===== config.mk =====
export PLATFORM = sky130hd
export DESIGN_NAME = load_cell_tare_average_iir_unit_flat
export DESIGN_NICKNAME = d
export VERILOG_FILES = /design/src/rtl/core/lctai_pkg.sv /design/src/rtl/core/lctai_req_if.sv /design/src/rtl/core/lctai_rsp_if.sv /design/src/rtl/core/load_cell_tare_average_iir_unit.sv /design/src/flat_wrapper.sv
export VERILOG_INCLUDE_DIRS = /design/src /design/src/rtl/core
export SDC_FILE = /design/constraint.sdc
export NUM_CORES = 1
export LEC_CHECK = 0
export BUFFER_PORTS_ARGS = -buffer_cell sky130_fd_sc_hd__buf_2
export CAP_MARGIN = 5
export CORE_ASPECT_RATIO = 0.5
export CORE_MARGIN = 2
export CORE_UTILIZATION = 27
export CTS_CLUSTER_DIAMETER = 30
export DETAILED_ROUTE_END_ITERATION = 12
export GPL_TIMING_DRIVEN = 0
export HOLD_SLACK_MARGIN = 0.12
export PLACE_DENSITY_LB_ADDON = 0.15
export SLEW_MARGIN = 25
export SYNTH_ARGS = -nofsm -noshare
export SYNTH_HDL_FRONTEND = slang
export SYNTH_SLANG_ARGS = --single-unit

===== constraint.sdc =====
create_clock -name clock -period 15.65 [get_ports clock]
set_input_delay 1.565 -clock clock [delete_from_list [all_inputs] [get_ports clock]]
set_output_delay 1.565 -clock clock [all_outputs]
set_load 0.05 [all_outputs]

===== src/rtl/core/load_cell_tare_average_iir_unit_defines.svh =====
// Assertion macros for the load cell tare and filter block
`ifndef LOAD_CELL_TARE_AVERAGE_IIR_UNIT_DEFINES_SVH
`define LOAD_CELL_TARE_AVERAGE_IIR_UNIT_DEFINES_SVH
`ifndef SYNTHESIS
`define LCTAI_ASSERT_SAME(lbl, clk, rst, ante, cons) \
   lbl: assert property (@(posedge clk) disable iff (rst) (ante) |-> (cons)) \
      else $error("lctai assertion failed");
`define LCTAI_ASSERT_NEXT(lbl, clk, rst, ante, cons) \
   lbl: assert property (@(posedge clk) disable iff (rst) (ante) |=> (cons)) \
      else $error("lctai assertion failed");
`else
`define LCTAI_ASSERT_SAME(lbl, clk, rst, ante, cons)
`define LCTAI_ASSERT_NEXT(lbl, clk, rst, ante, cons)
`endif
`endif


===== src/rtl/core/lctai_pkg.sv =====
// Types, constants and helpers shared by the load cell tare and filter block
`default_nettype none
package lctai_pkg;

   localparam int TARE_SAMPLES_RAW = 10;
   localparam int AVG_SAMPLES_RAW  = 5;
   localparam int TARE_SAMPLES = (TARE_SAMPLES_RAW < 1) ? 1 :
                                 ((TARE_SAMPLES_RAW > 15) ? 15 : TARE_SAMPLES_RAW);
   localparam int AVG_SAMPLES  = (AVG_SAMPLES_RAW < 1) ? 1 :
                                 ((AVG_SAMPLES_RAW > 15) ? 15 : AVG_SAMPLES_RAW);

   localparam int RAW_W    = 24;
   localparam int SUM_W    = 29;
   localparam int MAG_W    = 28;
   localparam int CNT_W    = 4;
   localparam int DIFF_W   = 25;
   localparam int WEIGHT_W = 32;
   localparam int GPC_W    = 32;
   localparam int ALPHA_W  = 17;
   localparam int MC_W     = 33;
   localparam int MQ_W     = 32;
   localparam int ACC_W    = 35;
   localparam int PROD_W   = ACC_W + MQ_W;
   localparam int SHR_W    = PROD_W - 16;
   localparam int WIDE_W   = 52;
   localparam int STEP_W   = 5;

   localparam int DIV_STEPS = MAG_W;
   localparam int MUL_STEPS = MQ_W;

   localparam int CSR_IDX_W  = 1;
   localparam int CSR_DATA_W = 32;

   localparam logic [GPC_W-1:0]   GPC_RESET    = 32'd39017;
   localparam logic [ALPHA_W-1:0] ALPHA_RESET  = 17'd39322;
   localparam logic [ALPHA_W-1:0] ALPHA_ONE    = 17'h10000;
   localparam logic [RAW_W-1:0]   TARE_RESET   = 24'd254700;
   localparam logic [WEIGHT_W-1:0] WEIGHT_MAX  = 32'h7FFF_FFFF;
   localparam logic [WEIGHT_W-1:0] WEIGHT_MIN  = 32'h8000_0000;

   typedef enum logic [CSR_IDX_W-1:0] {
      CSR_GRAMS_PER_COUNT = 1'b0,
      CSR_ALPHA           = 1'b1
   } csr_reg_type;

   typedef enum logic [2:0] {
      S_IDLE,
      S_DIV,
      S_MEAN,
      S_SCALE,
      S_SCALE_END,
      S_IIR,
      S_IIR_END,
      S_DONE
   } state_type;

   function automatic logic [CNT_W-1:0] group_need(input logic kind);
      return kind ? CNT_W'(TARE_SAMPLES) : CNT_W'(AVG_SAMPLES);
   endfunction

   function automatic logic [WEIGHT_W-1:0] sat32(input logic [WIDE_W-1:0] v);
      logic [WIDE_W-WEIGHT_W:0] top;
      top = v[WIDE_W-1:WEIGHT_W-1];
      if (top == '0 || top == '1) begin
         return v[WEIGHT_W-1:0];
      end
      return v[WIDE_W-1] ? WEIGHT_MIN : WEIGHT_MAX;
   endfunction

endpackage
`default_nettype wire


===== src/rtl/core/lctai_req_if.sv =====
// Input channel: raw converter code and sample kind
`default_nettype none
interface lctai_req_if;
   logic        valid;
   logic        ready;
   logic [23:0] raw_code;
   logic        kind;

   modport source (output valid, output raw_code, output kind, input ready);
   modport sink   (input valid, input raw_code, input kind, output ready);
endinterface
`default_nettype wire


===== src/rtl/core/lctai_rsp_if.sv =====
// Result channel: filtered weight and tare completion flag
`default_nettype none
interface lctai_rsp_if;
   logic               valid;
   logic               ready;
   logic signed [31:0] weight_g_q8;
   logic               tare_done;

   modport source (output valid, output weight_g_q8, output tare_done, input ready);
   modport sink   (input valid, input weight_g_q8, input tare_done, output ready);
endinterface
`default_nettype wire


===== src/rtl/core/load_cell_tare_average_iir_unit.sv =====
// Load cell tare averaging, scaling and first-order IIR filter, bit-serial datapath
//
// req carries one converter word (24-bit two's complement code and a kind bit:
// 0 weight, 1 tare); rsp carries the filtered weight in grams (signed Q24.8)
// and a tare-done flag. csr_we/csr_index/csr_wdata write the scale (index 0)
// and alpha (index 1) registers; the user must write them only while the block
// is idle, which the block itself does not enforce. A word that does not close
// its group is added to the running sum. A word that closes a group runs a
// bit-serial divide by the group size: a tare group then stores the mean as
// the new baseline and reports tare done. A weight group then runs the shared
// shift-add multiplier for the scale and, once seeded, again for the filter.
// The divider and multiplier handle one bit a cycle; req is not ready while
// they work.
// A finished result sits in the output register until taken; req keeps
// accepting words meanwhile. If the next group completes before rsp drains,
// the block holds that result and stalls req until the register frees.
// Reset (synchronous) empties the group, sets the baseline to 254700 counts,
// unseeds the filter and restores the register defaults.
`default_nettype none
`include "load_cell_tare_average_iir_unit_defines.svh"
module load_cell_tare_average_iir_unit (
   input  wire logic                               clock,
   input  wire logic                               reset,
   lctai_req_if.sink                               req,
   lctai_rsp_if.source                             rsp,
   input  wire logic                               csr_we,
   input  wire logic [lctai_pkg::CSR_IDX_W-1:0]    csr_index,
   input  wire logic [lctai_pkg::CSR_DATA_W-1:0]   csr_wdata
);

   localparam int SUM_W  = lctai_pkg::SUM_W;
   localparam int MAG_W  = lctai_pkg::MAG_W;
   localparam int CNT_W  = lctai_pkg::CNT_W;
   localparam int RAW_W  = lctai_pkg::RAW_W;
   localparam int DIFF_W = lctai_pkg::DIFF_W;
   localparam int W_W    = lctai_pkg::WEIGHT_W;
   localparam int MC_W   = lctai_pkg::MC_W;
   localparam int MQ_W   = lctai_pkg::MQ_W;
   localparam int ACC_W  = lctai_pkg::ACC_W;
   localparam int PROD_W = lctai_pkg::PROD_W;
   localparam int SHR_W  = lctai_pkg::SHR_W;
   localparam int WIDE_W = lctai_pkg::WIDE_W;
   localparam int STEP_W = lctai_pkg::STEP_W;
   localparam int A_W    = lctai_pkg::ALPHA_W;

   lctai_pkg::state_type state_ff, state_in;

   logic [lctai_pkg::GPC_W-1:0] gpc_ff;
   logic [A_W-1:0]              alpha_ff;

   logic [SUM_W-1:0]  sum_ff, sum_in;
   logic [CNT_W-1:0]  cnt_ff, cnt_in;
   logic              group_kind_ff, group_kind_in;
   logic [RAW_W-1:0]  tare_ff, tare_in;
   logic [W_W-1:0]    fw_ff, fw_in;
   logic              seeded_ff, seeded_in;

   logic              neg_ff, neg_in;
   logic [CNT_W-1:0]  need_ff, need_in;
   logic [MAG_W-1:0]  quot_ff, quot_in;
   logic [CNT_W-1:0]  rem_ff, rem_in;
   logic [STEP_W-1:0] step_ff, step_in;

   logic [MC_W-1:0]   mcand_ff, mcand_in;
   logic [MQ_W-1:0]   mq_ff, mq_in;
   logic [ACC_W-1:0]  acc_ff, acc_in;

   logic [W_W-1:0]    res_weight_ff, res_weight_in;
   logic              res_tare_ff, res_tare_in;
   logic              rsp_valid_ff, rsp_valid_in;
   logic [W_W-1:0]    rsp_weight_ff, rsp_weight_in;
   logic              rsp_tare_ff, rsp_tare_in;

   logic              accept;
   logic              out_free;
   logic [SUM_W-1:0]  sample;
   logic [SUM_W-1:0]  base_sum, acc_sum, neg_sum;
   logic [CNT_W-1:0]  base_cnt, acc_cnt, need_req;
   logic [CNT_W:0]    trial, trial_sub;
   logic              ge;
   logic [SUM_W-1:0]  mean_full;
   logic [DIFF_W-1:0] diff;
   logic [ACC_W-1:0]  addend, mul_sum;
   logic [PROD_W-1:0] prod;
   logic [SHR_W-1:0]  shr;
   logic [W_W-1:0]    grams;
   logic [MC_W-1:0]   g_minus_fw;
   logic [WIDE_W-1:0] iir_sum;
   logic [A_W-1:0]    alpha_eff;

   // configuration registers
   always_ff @(posedge clock) begin
      if (reset) begin
         gpc_ff   <= lctai_pkg::GPC_RESET;
         alpha_ff <= lctai_pkg::ALPHA_RESET;
      end else if (csr_we) begin
         unique case (lctai_pkg::csr_reg_type'(csr_index))
            lctai_pkg::CSR_GRAMS_PER_COUNT: gpc_ff   <= csr_wdata[lctai_pkg::GPC_W-1:0];
            lctai_pkg::CSR_ALPHA:           alpha_ff <= csr_wdata[A_W-1:0];
         endcase
      end
   end

   always_ff @(posedge clock) begin
      if (reset) begin
         state_ff      <= lctai_pkg::S_IDLE;
         sum_ff        <= '0;
         cnt_ff        <= '0;
         group_kind_ff <= 1'b0;
         tare_ff       <= lctai_pkg::TARE_RESET;
         fw_ff         <= '0;
         seeded_ff     <= 1'b0;
         rsp_valid_ff  <= 1'b0;
      end else begin
         state_ff      <= state_in;
         sum_ff        <= sum_in;
         cnt_ff        <= cnt_in;
         group_kind_ff <= group_kind_in;
         tare_ff       <= tare_in;
         fw_ff         <= fw_in;
         seeded_ff     <= seeded_in;
         rsp_valid_ff  <= rsp_valid_in;
      end
   end

   always_ff @(posedge clock) begin
      neg_ff        <= neg_in;
      need_ff       <= need_in;
      quot_ff       <= quot_in;
      rem_ff        <= rem_in;
      step_ff       <= step_in;
      mcand_ff      <= mcand_in;
      mq_ff         <= mq_in;
      acc_ff        <= acc_in;
      res_weight_ff <= res_weight_in;
      res_tare_ff   <= res_tare_in;
      rsp_weight_ff <= rsp_weight_in;
      rsp_tare_ff   <= rsp_tare_in;
   end

   // datapath terms
   always_comb begin
      sample    = {{(SUM_W-RAW_W){req.raw_code[RAW_W-1]}}, req.raw_code};
      base_sum  = (req.kind != group_kind_ff) ? '0 : sum_ff;
      base_cnt  = (req.kind != group_kind_ff) ? '0 : cnt_ff;
      acc_sum   = base_sum + sample;
      acc_cnt   = base_cnt + CNT_W'(1);
      neg_sum   = '0 - acc_sum;
      need_req  = lctai_pkg::group_need(req.kind);

      trial     = {rem_ff, quot_ff[MAG_W-1]};
      ge        = (trial >= {1'b0, need_ff});
      trial_sub = trial - {1'b0, need_ff};

      mean_full = neg_ff ? ('0 - {1'b0, quot_ff}) : {1'b0, quot_ff};
      diff      = {mean_full[RAW_W-1], mean_full[RAW_W-1:0]}
                  - {tare_ff[RAW_W-1], tare_ff};

      addend    = mq_ff[0] ? {{(ACC_W-MC_W){mcand_ff[MC_W-1]}}, mcand_ff} : '0;
      mul_sum   = acc_ff + addend;

      prod      = {acc_ff, mq_ff};
      shr       = prod[PROD_W-1:16];
      grams     = lctai_pkg::sat32({{(WIDE_W-SHR_W){shr[SHR_W-1]}}, shr});
      g_minus_fw = {grams[W_W-1], grams} - {fw_ff[W_W-1], fw_ff};
      iir_sum   = {{(WIDE_W-SHR_W){shr[SHR_W-1]}}, shr}
                  + {{(WIDE_W-W_W){fw_ff[W_W-1]}}, fw_ff};
      alpha_eff = (alpha_ff[A_W-1] && (alpha_ff[A_W-2:0] != '0))
                  ? lctai_pkg::ALPHA_ONE : alpha_ff;
   end

   assign accept   = req.valid && req.ready;
   assign out_free = !rsp_valid_ff || rsp.ready;

   always_comb begin
      state_in      = state_ff;
      sum_in        = sum_ff;
      cnt_in        = cnt_ff;
      group_kind_in = group_kind_ff;
      tare_in       = tare_ff;
      fw_in         = fw_ff;
      seeded_in     = seeded_ff;
      neg_in        = neg_ff;
      need_in       = need_ff;
      quot_in       = quot_ff;
      rem_in        = rem_ff;
      step_in       = step_ff;
      mcand_in      = mcand_ff;
      mq_in         = mq_ff;
      acc_in        = acc_ff;
      res_weight_in = res_weight_ff;
      res_tare_in   = res_tare_ff;
      rsp_weight_in = rsp_weight_ff;
      rsp_tare_in   = rsp_tare_ff;
      rsp_valid_in  = rsp.ready ? 1'b0 : rsp_valid_ff;
      req.ready     = (state_ff == lctai_pkg::S_IDLE);

      unique case (state_ff)
         lctai_pkg::S_IDLE: begin
            if (accept) begin
               group_kind_in = req.kind;
               if (acc_cnt == need_req) begin
                  sum_in   = '0;
                  cnt_in   = '0;
                  need_in  = need_req;
                  neg_in   = acc_sum[SUM_W-1];
                  quot_in  = acc_sum[SUM_W-1] ? neg_sum[MAG_W-1:0] : acc_sum[MAG_W-1:0];
                  rem_in   = '0;
                  step_in  = '0;
                  state_in = lctai_pkg::S_DIV;
               end else begin
                  sum_in = acc_sum;
                  cnt_in = acc_cnt;
               end
            end
         end
         lctai_pkg::S_DIV: begin
            // restoring divide, one quotient bit a cycle
            rem_in  = ge ? trial_sub[CNT_W-1:0] : trial[CNT_W-1:0];
            quot_in = {quot_ff[MAG_W-2:0], ge};
            step_in = step_ff + STEP_W'(1);
            if (step_ff == STEP_W'(lctai_pkg::DIV_STEPS - 1)) begin
               state_in = lctai_pkg::S_MEAN;
            end
         end
         lctai_pkg::S_MEAN: begin
            if (group_kind_ff) begin
               tare_in       = mean_full[RAW_W-1:0];
               seeded_in     = 1'b0;
               res_weight_in = '0;
               res_tare_in   = 1'b1;
               state_in      = lctai_pkg::S_DONE;
            end else begin
               mcand_in = {{(MC_W-DIFF_W){diff[DIFF_W-1]}}, diff};
               mq_in    = gpc_ff;
               acc_in   = '0;
               step_in  = '0;
               state_in = lctai_pkg::S_SCALE;
            end
         end
         lctai_pkg::S_SCALE, lctai_pkg::S_IIR: begin
            // shift-add multiply, one multiplier bit a cycle
            acc_in  = {mul_sum[ACC_W-1], mul_sum[ACC_W-1:1]};
            mq_in   = {mul_sum[0], mq_ff[MQ_W-1:1]};
            step_in = step_ff + STEP_W'(1);
            if (step_ff == STEP_W'(lctai_pkg::MUL_STEPS - 1)) begin
               state_in = (state_ff == lctai_pkg::S_SCALE) ? lctai_pkg::S_SCALE_END
                                                           : lctai_pkg::S_IIR_END;
            end
         end
         lctai_pkg::S_SCALE_END: begin
            if (!seeded_ff) begin
               fw_in         = grams;
               seeded_in     = 1'b1;
               res_weight_in = grams;
               res_tare_in   = 1'b0;
               state_in      = lctai_pkg::S_DONE;
            end else begin
               // fw + a*(g - fw)/2^16 equals the weighted sum of both terms
               mcand_in = g_minus_fw;
               mq_in    = {{(MQ_W-A_W){1'b0}}, alpha_eff};
               acc_in   = '0;
               step_in  = '0;
               state_in = lctai_pkg::S_IIR;
            end
         end
         lctai_pkg::S_IIR_END: begin
            fw_in         = lctai_pkg::sat32(iir_sum);
            res_weight_in = lctai_pkg::sat32(iir_sum);
            res_tare_in   = 1'b0;
            state_in      = lctai_pkg::S_DONE;
         end
         lctai_pkg::S_DONE: begin
            if (out_free) begin
               rsp_valid_in  = 1'b1;
               rsp_weight_in = res_weight_ff;
               rsp_tare_in   = res_tare_ff;
               state_in      = lctai_pkg::S_IDLE;
            end
         end
      endcase
   end

   assign rsp.valid       = rsp_valid_ff;
   assign rsp.weight_g_q8 = rsp_weight_ff;
   assign rsp.tare_done   = rsp_tare_ff;

   `LCTAI_ASSERT_SAME(a_cnt_below_need, clock, reset, 1'b1,
                      cnt_ff < lctai_pkg::group_need(group_kind_ff))
   `LCTAI_ASSERT_SAME(a_rem_below_div, clock, reset,
                      state_ff == lctai_pkg::S_DIV, rem_ff < need_ff)
   `LCTAI_ASSERT_SAME(a_tare_zero, clock, reset, rsp.valid && rsp.tare_done,
                      rsp.weight_g_q8 == '0)
   `LCTAI_ASSERT_NEXT(a_group_close, clock, reset,
                      accept && (acc_cnt == need_req),
                      state_ff == lctai_pkg::S_DIV && cnt_ff == '0)

endmodule
`default_nettype wire

===== src/flat_wrapper.sv =====
// flat-port wrapper written by rule: the top's interface ports become plain ports
module load_cell_tare_average_iir_unit_flat 
  (clock, reset, csr_we, csr_index, csr_wdata, req_valid, req_raw_code, req_kind, req_ready, rsp_valid, rsp_weight_g_q8, rsp_tare_done, rsp_ready);
  lctai_req_if req_i ();
  lctai_rsp_if rsp_i ();
  input  wire logic clock;
  input  wire logic reset;
  input  wire logic csr_we;
  input  wire logic [lctai_pkg::CSR_IDX_W-1:0] csr_index;
  input  wire logic [lctai_pkg::CSR_DATA_W-1:0] csr_wdata;
  input wire logic [$bits(req_i.valid)-1:0] req_valid;
  input wire logic [$bits(req_i.raw_code)-1:0] req_raw_code;
  input wire logic [$bits(req_i.kind)-1:0] req_kind;
  output wire logic [$bits(req_i.ready)-1:0] req_ready;
  output wire logic [$bits(rsp_i.valid)-1:0] rsp_valid;
  output wire logic [$bits(rsp_i.weight_g_q8)-1:0] rsp_weight_g_q8;
  output wire logic [$bits(rsp_i.tare_done)-1:0] rsp_tare_done;
  input wire logic [$bits(rsp_i.ready)-1:0] rsp_ready;
  assign req_i.valid = req_valid;
  assign req_i.raw_code = req_raw_code;
  assign req_i.kind = req_kind;
  assign req_ready = req_i.ready;
  assign rsp_valid = rsp_i.valid;
  assign rsp_weight_g_q8 = rsp_i.weight_g_q8;
  assign rsp_tare_done = rsp_i.tare_done;
  assign rsp_i.ready = rsp_ready;
  load_cell_tare_average_iir_unit u_core (.clock(clock), .reset(reset), .req(req_i), .rsp(rsp_i), .csr_we(csr_we), .csr_index(csr_index), .csr_wdata(csr_wdata));
endmodule

* Word-level counts from Yosys, hierarchy flattened *
Cells that the tools add are included.

word-level totals
  flip-flop bits (word level) = 352
  input port bits = 63
  output and inout bits = 35

operators by class
  add/subtract/negate cells = 10
  magnitude comparators = 1
  equality and inequality tests = 22
  muxes and demuxes = 60
  bitwise gates (word level) = 1
  reductions and logical operators = 32

operator list
  operator                                           number
  2-to-1 mux 32 bit                                  10
  one-hot mux 32 bit (3 select lines)                2
  2-to-1 mux 35 bit                                  3
  one-hot mux 35 bit (3 select lines)                1
  2-to-1 mux 28 bit                                  3
  2-to-1 mux 33 bit                                  2
  one-hot mux 33 bit (2 select lines)                1
  one-hot mux 32 bit (2 select lines)                1
  2-to-1 mux 29 bit                                  2
  one-hot mux 28 bit (2 select lines)                1
  adder 51 x 32 -> 52 bit                            1
  == test 21 bit, second input constant              2
  zero test 21 bit                                   2
  adder 35 bit                                       1
  subtractor 32 x 32 -> 33 bit                       1
  adder 29 bit                                       1
  subtractor 1 x 28 -> 28 bit, first input constant  1
  subtractor 24 x 24 -> 25 bit                       1
  2-to-1 mux 24 bit                                  1
  2-to-1 mux 4 bit                                   6
  subtractor 1 x 24 -> 24 bit, first input constant  1
  one-hot mux 3 bit (7 select lines)                 1
  2-to-1 mux 5 bit                                   4
  one-hot mux 5 bit (4 select lines)                 1
  other kinds (33)                                   76

* Depth between registers and ports, before layout *
  depth in word-level cells = 8
  mapped depth = 26
  mapped depth without buffers = 23

* Least setup slack after synthesis *
OpenSTA, ideal clock, no wires.

  path kind = input -> register
  start = input port req_kind
  end = register u_core.quot_ff[0] (enable)
  arrival time = 5.847 ns
  required time = 15.184 ns
  slack = 9.337 ns
  stages on the path = 10
  buffers on the path = 2
  cell sequence = xnor2_1 -> clkbuf_1 -> and2_1 -> ha_1 -> or4_1 -> o21ai_0 -> nand2_1 -> o21a_1 -> clkbuf_1 -> o21ai_0

between the ends
  cells in the longest elaborated chain, start to end = 6
  elaborated cells on any way between the ends = 7
  classes of those cells = 1 x add/sub; 3 x eq/ne; 2 x mux; 1 x reduce/logical

RTL lines
  what                                    line                                    RTL
  from (decl)                             flat_wrapper.sv:13                      input wire logic [$bits(req_i.kind)-1:0] req_kind;
  != test 1 bit                           load_cell_tare_average_iir_unit.sv:145  base_cnt = (req.kind != group_kind_ff) ? '0 : cnt_ff;
  2-to-1 mux 4 bit                        load_cell_tare_average_iir_unit.sv:145
  adder 4 x 1 -> 4 bit                    load_cell_tare_average_iir_unit.sv:147  acc_cnt = base_cnt + CNT_W'(1);
  == test 4 bit *                         load_cell_tare_average_iir_unit.sv:202  if (acc_cnt == need_req) begin
  != test 2 bit (no source line) *        -
  AND reduction 3 bit (no source line) *  -
  to (signal assigned)                    load_cell_tare_average_iir_unit.sv:129  quot_ff <= quot_in;
  to (decl)                               load_cell_tare_average_iir_unit.sv:60   logic [MAG_W-1:0] quot_ff, quot_in;

Mark *: on every way between the ends. The rest lies on a longest branch, timed or not.
A chain may end at the register's enable or synchronous reset.

* Final worst setup path *
  start = input port req_kind
  end = register u_core.quot_ff[7], data pin

between the ends
  cells in the longest elaborated chain, start to end = 8

RTL lines
  what                                   line                                    RTL
  != test 1 bit *                        load_cell_tare_average_iir_unit.sv:144  base_sum = (req.kind != group_kind_ff) ? '0 : sum_ff;
  2-to-1 mux 29 bit *                    load_cell_tare_average_iir_unit.sv:144
  adder 29 bit *                         load_cell_tare_average_iir_unit.sv:146  acc_sum = base_sum + sample;
  subtractor 1 x 28 -> 28 bit            load_cell_tare_average_iir_unit.sv:148  neg_sum = '0 - acc_sum;
  2-to-1 mux 28 bit *                    load_cell_tare_average_iir_unit.sv:207  quot_in = acc_sum[SUM_W-1] ? neg_sum[MAG_W-1:0] : acc_sum[MAG_W-1:0];
  2-to-1 mux 28 bit *                    load_cell_tare_average_iir_unit.sv:202
  2-to-1 mux 28 bit *                    load_cell_tare_average_iir_unit.sv:200  if (accept) begin
  one-hot mux 28 bit (2 select lines) *  load_cell_tare_average_iir_unit.sv:198  unique case (state_ff)
  via u_core.quot_in[7]                  load_cell_tare_average_iir_unit.sv:60

Mark *: on every way through the listed nets, which the timed path passes. The rest lies on a longest branch. The select of a mux whose other input is x is not followed.

==> impl_metrics.csv <==
group,metric,value,unit
outcome,outcome,"finished, final reports clean",
cells_and_area,post-route-util,0.330,
clocking,cts_root_buf,"clkbuf_16",
synthesis,synth_xor_xnor_area_share,0.0641,
synthesis,yosys.area.top_type,"edfxtp_1",
job,maxCapViolCount,0,
worst_setup_path,crit_required,16.02,ns
cells_and_area,drive_above_1_share,0.0966,
detailed_routing,drtPass1Iterations,6,
worst_setup_path,reg2reg_slack,9.22,ns
cells_and_area,fill_cells,9294,
synthesis,ys_seq_area_frac,0.374,
die,fp.dieH,216,microns
clocking,clock_sinks,349,
grt,grt_pass1_vias,21200,
die,placementRows,77,
grt,antenna_found_initial,2,
power_and_ir_drop,pwr-share-clk,0.414,
grt,grt_overflow,0,
cells_and_area,nets,3286,
synthesis,ys_types,95,
worst_setup_path,reg2reg_depth,21,
die,die_x,427,microns
power_and_ir_drop,seqPwrFrac,0.289,
synthesis,synth_top_family_by_area,"compound AO/OA/AOI/OAI gates",
worst_setup_path,cp_data_arrival_time,7.20,ns
sta,setup_viol,0,
sta,fmax,0.146,GHz
clocking,cts_tree,"yes",
synthesis,netlist_area,0.0242,sq mm
power_and_ir_drop,leakage,11.4,nW
detailed_routing,drt-met1-wl,41.1,mm
hold_path,whs_path_depth,0,
cells_and_area,diodes,0,
power_and_ir_drop,powerDensity,145,mW/mm^2
detailed_routing,routed_wl,83.1,mm
synthesis,synth-simple-area-share,0.203,
die,boundaryPins,98,
detailed_routing,dr_wl_met2,36.0,mm
placed_design,gp_congestion,0.894,
synthesis,synth-adder-area-share,0.0965,
synthesis,yosys_warnings,0,
die,die_area,0.0922,sq mm
synthesis,avgSynthCellArea,8.48,sq um
power_and_ir_drop,sw_frac_of_total,0.349,
clocking,cts_setup_buffers,0,
sta,finClkSkew,0.0335,ns
grt,grt_max_degree,28,
sta,worst_pin_slew,1.04,ns
grt,grt_use_total,0.179,
sta,period_needed,6.83,ns
placed_design,hpwl,65.7,mm
synthesis,yosysTopAreaCellShare,0.254,
synthesis,syn_nets,3098,
clocking,hold_buffers,0,
worst_setup_path,cp_max_fo,10,
worst_setup_path,path_class,"input port to flip-flop",
detailed_routing,drtIter0Drc,1505,
sta,finalMaxSlewViolations,0,
worst_setup_path,start_kind,"input port",
synthesis,ys_seq_elements,349,
synthesis,synthMuxAreaShare,0.00171,
sta,fin_setup_tns,0,ns
synthesis,synth_edf_count,205,
power_and_ir_drop,internal-power,2.75,mW
clocking,cts-htree-levels,3,
worst_setup_path,critPathCapture,"u_core.quot_ff[7]$_DFFE_PP_",
hold_path,hp-class,"flip-flop to flip-flop",
placed_design,port_buffers,97,
grt,grt_pass1_wl,127,mm
worst_setup_path,r2r_end,"u_core.quot_ff[7]$_DFFE_PP_",
power_and_ir_drop,comb_power_share,0.297,
power_and_ir_drop,vdd_drop_max,0.0720,mV
sta,hold_viol,0,
sta,rsz0062_at_grt,"false",
power_and_ir_drop,p_switching,1.47,mW
detailed_routing,ant_nets,0,
synthesis,synthFlopType,"edfxtp_1",
synthesis,netlist_instances,2852,
clocking,clk_path_buf_depth,3,
clocking,clk_latency,0.67,ns
detailed_routing,wl_met3,4.18,mm
worst_setup_path,crit_path_start,"req_kind",
detailed_routing,viasPerCell,5.08,
clocking,cts_resized,0,
clocking,numCtsBuffers,79,
synthesis,async_reset_ff_frac,0,
synthesis,synth_compound_area_frac,0.220,
sta,slew-limit-headroom,0.299,
sta,finalCritPeriodShare,0.436,
detailed_routing,drc,0,
synthesis,netlist_top_cells_area,"edfxtp_1 25%, dfxtp_1 12%, ha_1 9.2%, a21oi_1 6.5%, nand2_1 5.5%",
die,initial_utilization,0.273,
detailed_routing,top_layer_used,"met4",
die,fp.coreArea,0.0885,sq mm
cells_and_area,area_growth_syn_to_layout,20.7,%
worst_setup_path,timing.rr.start,"u_core.group_kind_ff$_SDFFE_PP0P_",
clocking,clk_pin_slew,0.05,ns
detailed_routing,num_vias,21800,
worst_setup_path,crit_path_end_kind,"flip-flop",
detailed_routing,post_drt_wl_per_cell,19.4,microns
area by class of cell:
| type | count | area (sq um) | share of cell area |
|---|---|---|---|
| plain buffers | 138 | 542 | 0.0186 |
| clock buffers | 93 | 2070 | 0.0709 |
| clock inverters | 52 | 726 | 0.0249 |
| inverters | 122 | 458 | 0.0157 |
| multi-input cells | 2243 | 14200 | 0.487 |
| flip-flops and latches | 349 | 9040 | 0.310 |
| well taps | 1185 | 1480 | 0.0508 |
| repair buffers | 107 | 673 | 0.0231 |
worst min-delay path by stage:
| stage | from | end | slack, ns |
|---|---|---|---|
| 6_report | u_core.res_weight_ff[21]$_SDFFCE_PP0P_ | u_core.rsp.weight_g_q8[21]$_DFFE_PP_ | 0.41 |
| 3_5_place_dp | u_core.res_tare_ff$_DFFE_PP_ | u_core.rsp.tare_done$_DFFE_PP_ | 0.41 |
| 5_1_grt | u_core.res_tare_ff$_DFFE_PP_ | u_core.rsp.tare_done$_DFFE_PP_ | 0.42 |
| 3_3_place_gp | u_core.res_weight_ff[21]$_SDFFCE_PP0P_ | u_core.rsp.weight_g_q8[21]$_DFFE_PP_ | 0.41 |
| 4_1_cts | u_core.res_tare_ff$_DFFE_PP_ | u_core.rsp.tare_done$_DFFE_PP_ | 0.42 |
| 2_1_floorplan | u_core.res_tare_ff$_DFFE_PP_ | u_core.rsp.tare_done$_DFFE_PP_ | 0.40 |
power groups by stage:
stage	registers, mW	clock network, mW	logic, mW
3_3_place_gp	1.25	0	1.21
5_1_grt	1.23	1.83	1.40
3_5_place_dp	1.24	0	1.24
6_report	1.22	1.75	1.26
2_1_floorplan	1.20	0	0.894
4_1_cts	1.22	1.79	1.25
worst max-delay path, stage by stage:
cell	delay (ns)
buf_2	0.16
xnor2_1	0.22
clkbuf_1	0.27
clkbuf_1	0.30
and2_1	0.24
ha_1	0.25
fa_1	0.45
a211oi_1	0.37
o21ai_1	0.19
a21oi_1	0.28
o21a_1	0.27
o21ai_1	0.17
o311ai_0	0.50
a31oi_1	0.18
o21ai_0	0.20
nand2b_1	0.09
xor2_1	0.55
clkbuf_1	0.47
a21oi_1	0.13
xnor2_1	0.24
a21oi_1	0.10
registers in the layout (all words and copies together) (netlist names), 2 cells and up:
name and flops:
u_core.acc_ff 34, u_core.state_ff 3, u_core.need_ff 2, u_core.quot_ff 28, u_core.alpha_ff 17, u_core.res_weight_ff 32
u_core.rsp.weight_g_q8 32, u_core.mcand_ff 33, u_core.fw_ff 32, u_core.step_ff 5, u_core.mq_ff 32, u_core.rem_ff 4
u_core.sum_ff 29, u_core.gpc_ff 32, u_core.cnt_ff 4, u_core.tare_ff 24
cells in the mapped netlist (10+ instances only):
| cell | count |
|---|---|
| nand2_1 | 356 |
| a21oi_1 | 314 |
| nor2_1 | 273 |
| edfxtp_1 | 205 |
| ha_1 | 177 |
| dfxtp_1 | 144 |
| o21ai_0 | 136 |
| inv_1 | 121 |
| clkbuf_1 | 118 |
| xnor2_1 | 103 |
| nand3_1 | 87 |
| and2_1 | 81 |
| xor2_1 | 74 |
| a21o_1 | 56 |
| a211oi_1 | 51 |
| nor3_1 | 40 |
| nand4_1 | 35 |
| and3_1 | 31 |
| a22oi_1 | 29 |
| nand2b_1 | 29 |
| o21a_1 | 28 |
| nor4_1 | 22 |
| o21bai_1 | 21 |
| nor2b_1 | 20 |
| a221o_1 | 19 |
| a31oi_1 | 19 |
| o211ai_1 | 19 |
| or3_1 | 19 |
| o22ai_1 | 17 |
| o31ai_1 | 16 |
| o21ai_1 | 12 |
| or2_2 | 12 |
| a211o_1 | 10 |
| a311oi_1 | 10 |
| buf_2 | 10 |
cells by family after synthesis:
family          count (synthesis)
simple gates                 1045
buf+inv                       260
flops                         349
xor+xnor                      177
compound gates                834
fa+ha+maj                     183
mux                             4
layer usage:
metal | vias up | track usage
met5 | - | 0
met4 | 0 | 0.0469
met3 | 117 | 0.0369
met2 | 490 | 0.274
met1 | 10400 | 0.256
li1 | 10800 | -
per-stage QoR:
step	power, mW	instance area, sq um	hold WS (ns)	worst slack, ns	std cells
detailed placement	2.48	26400	0.405	8.08	4144
global placement	2.46	26200	0.405	7.27	4134
finish	4.23	29200	0.415	8.82	4289
global route	4.46	29200	0.420	8.32	4289
CTS	4.26	29200	0.418	8.76	4289
floorplan	2.09	24200	0.400	9.34	2852
layout by cell type (no fill, tap or decap), types with 12 or more instances in the layout:
master	instances
a221o_1	19
xnor2_1	103
inv_1	121
a31oi_1	19
nor2b_1	20
nand2b_1	29
nor3_1	38
nand4_1	35
and2_1	81
a211oi_1	51
and3_1	31
a21oi_1	313
o21bai_1	21
nand2_1	356
buf_2	107
o21ai_0	135
nand3_1	87
edfxtp_1	205
dfxtp_1	144
o211ai_1	19
o21a_1	28
nor2_1	271
clkbuf_16	80
nor4_1	22
bufinv_16	12
o21ai_1	12
xor2_1	74
a21o_1	56
or3_1	19
o31ai_1	16
or2_2	12
a22oi_1	29
ha_1	177
o22ai_1	17
clkbuf_1	129
Power figures use the tool's default switching activity.
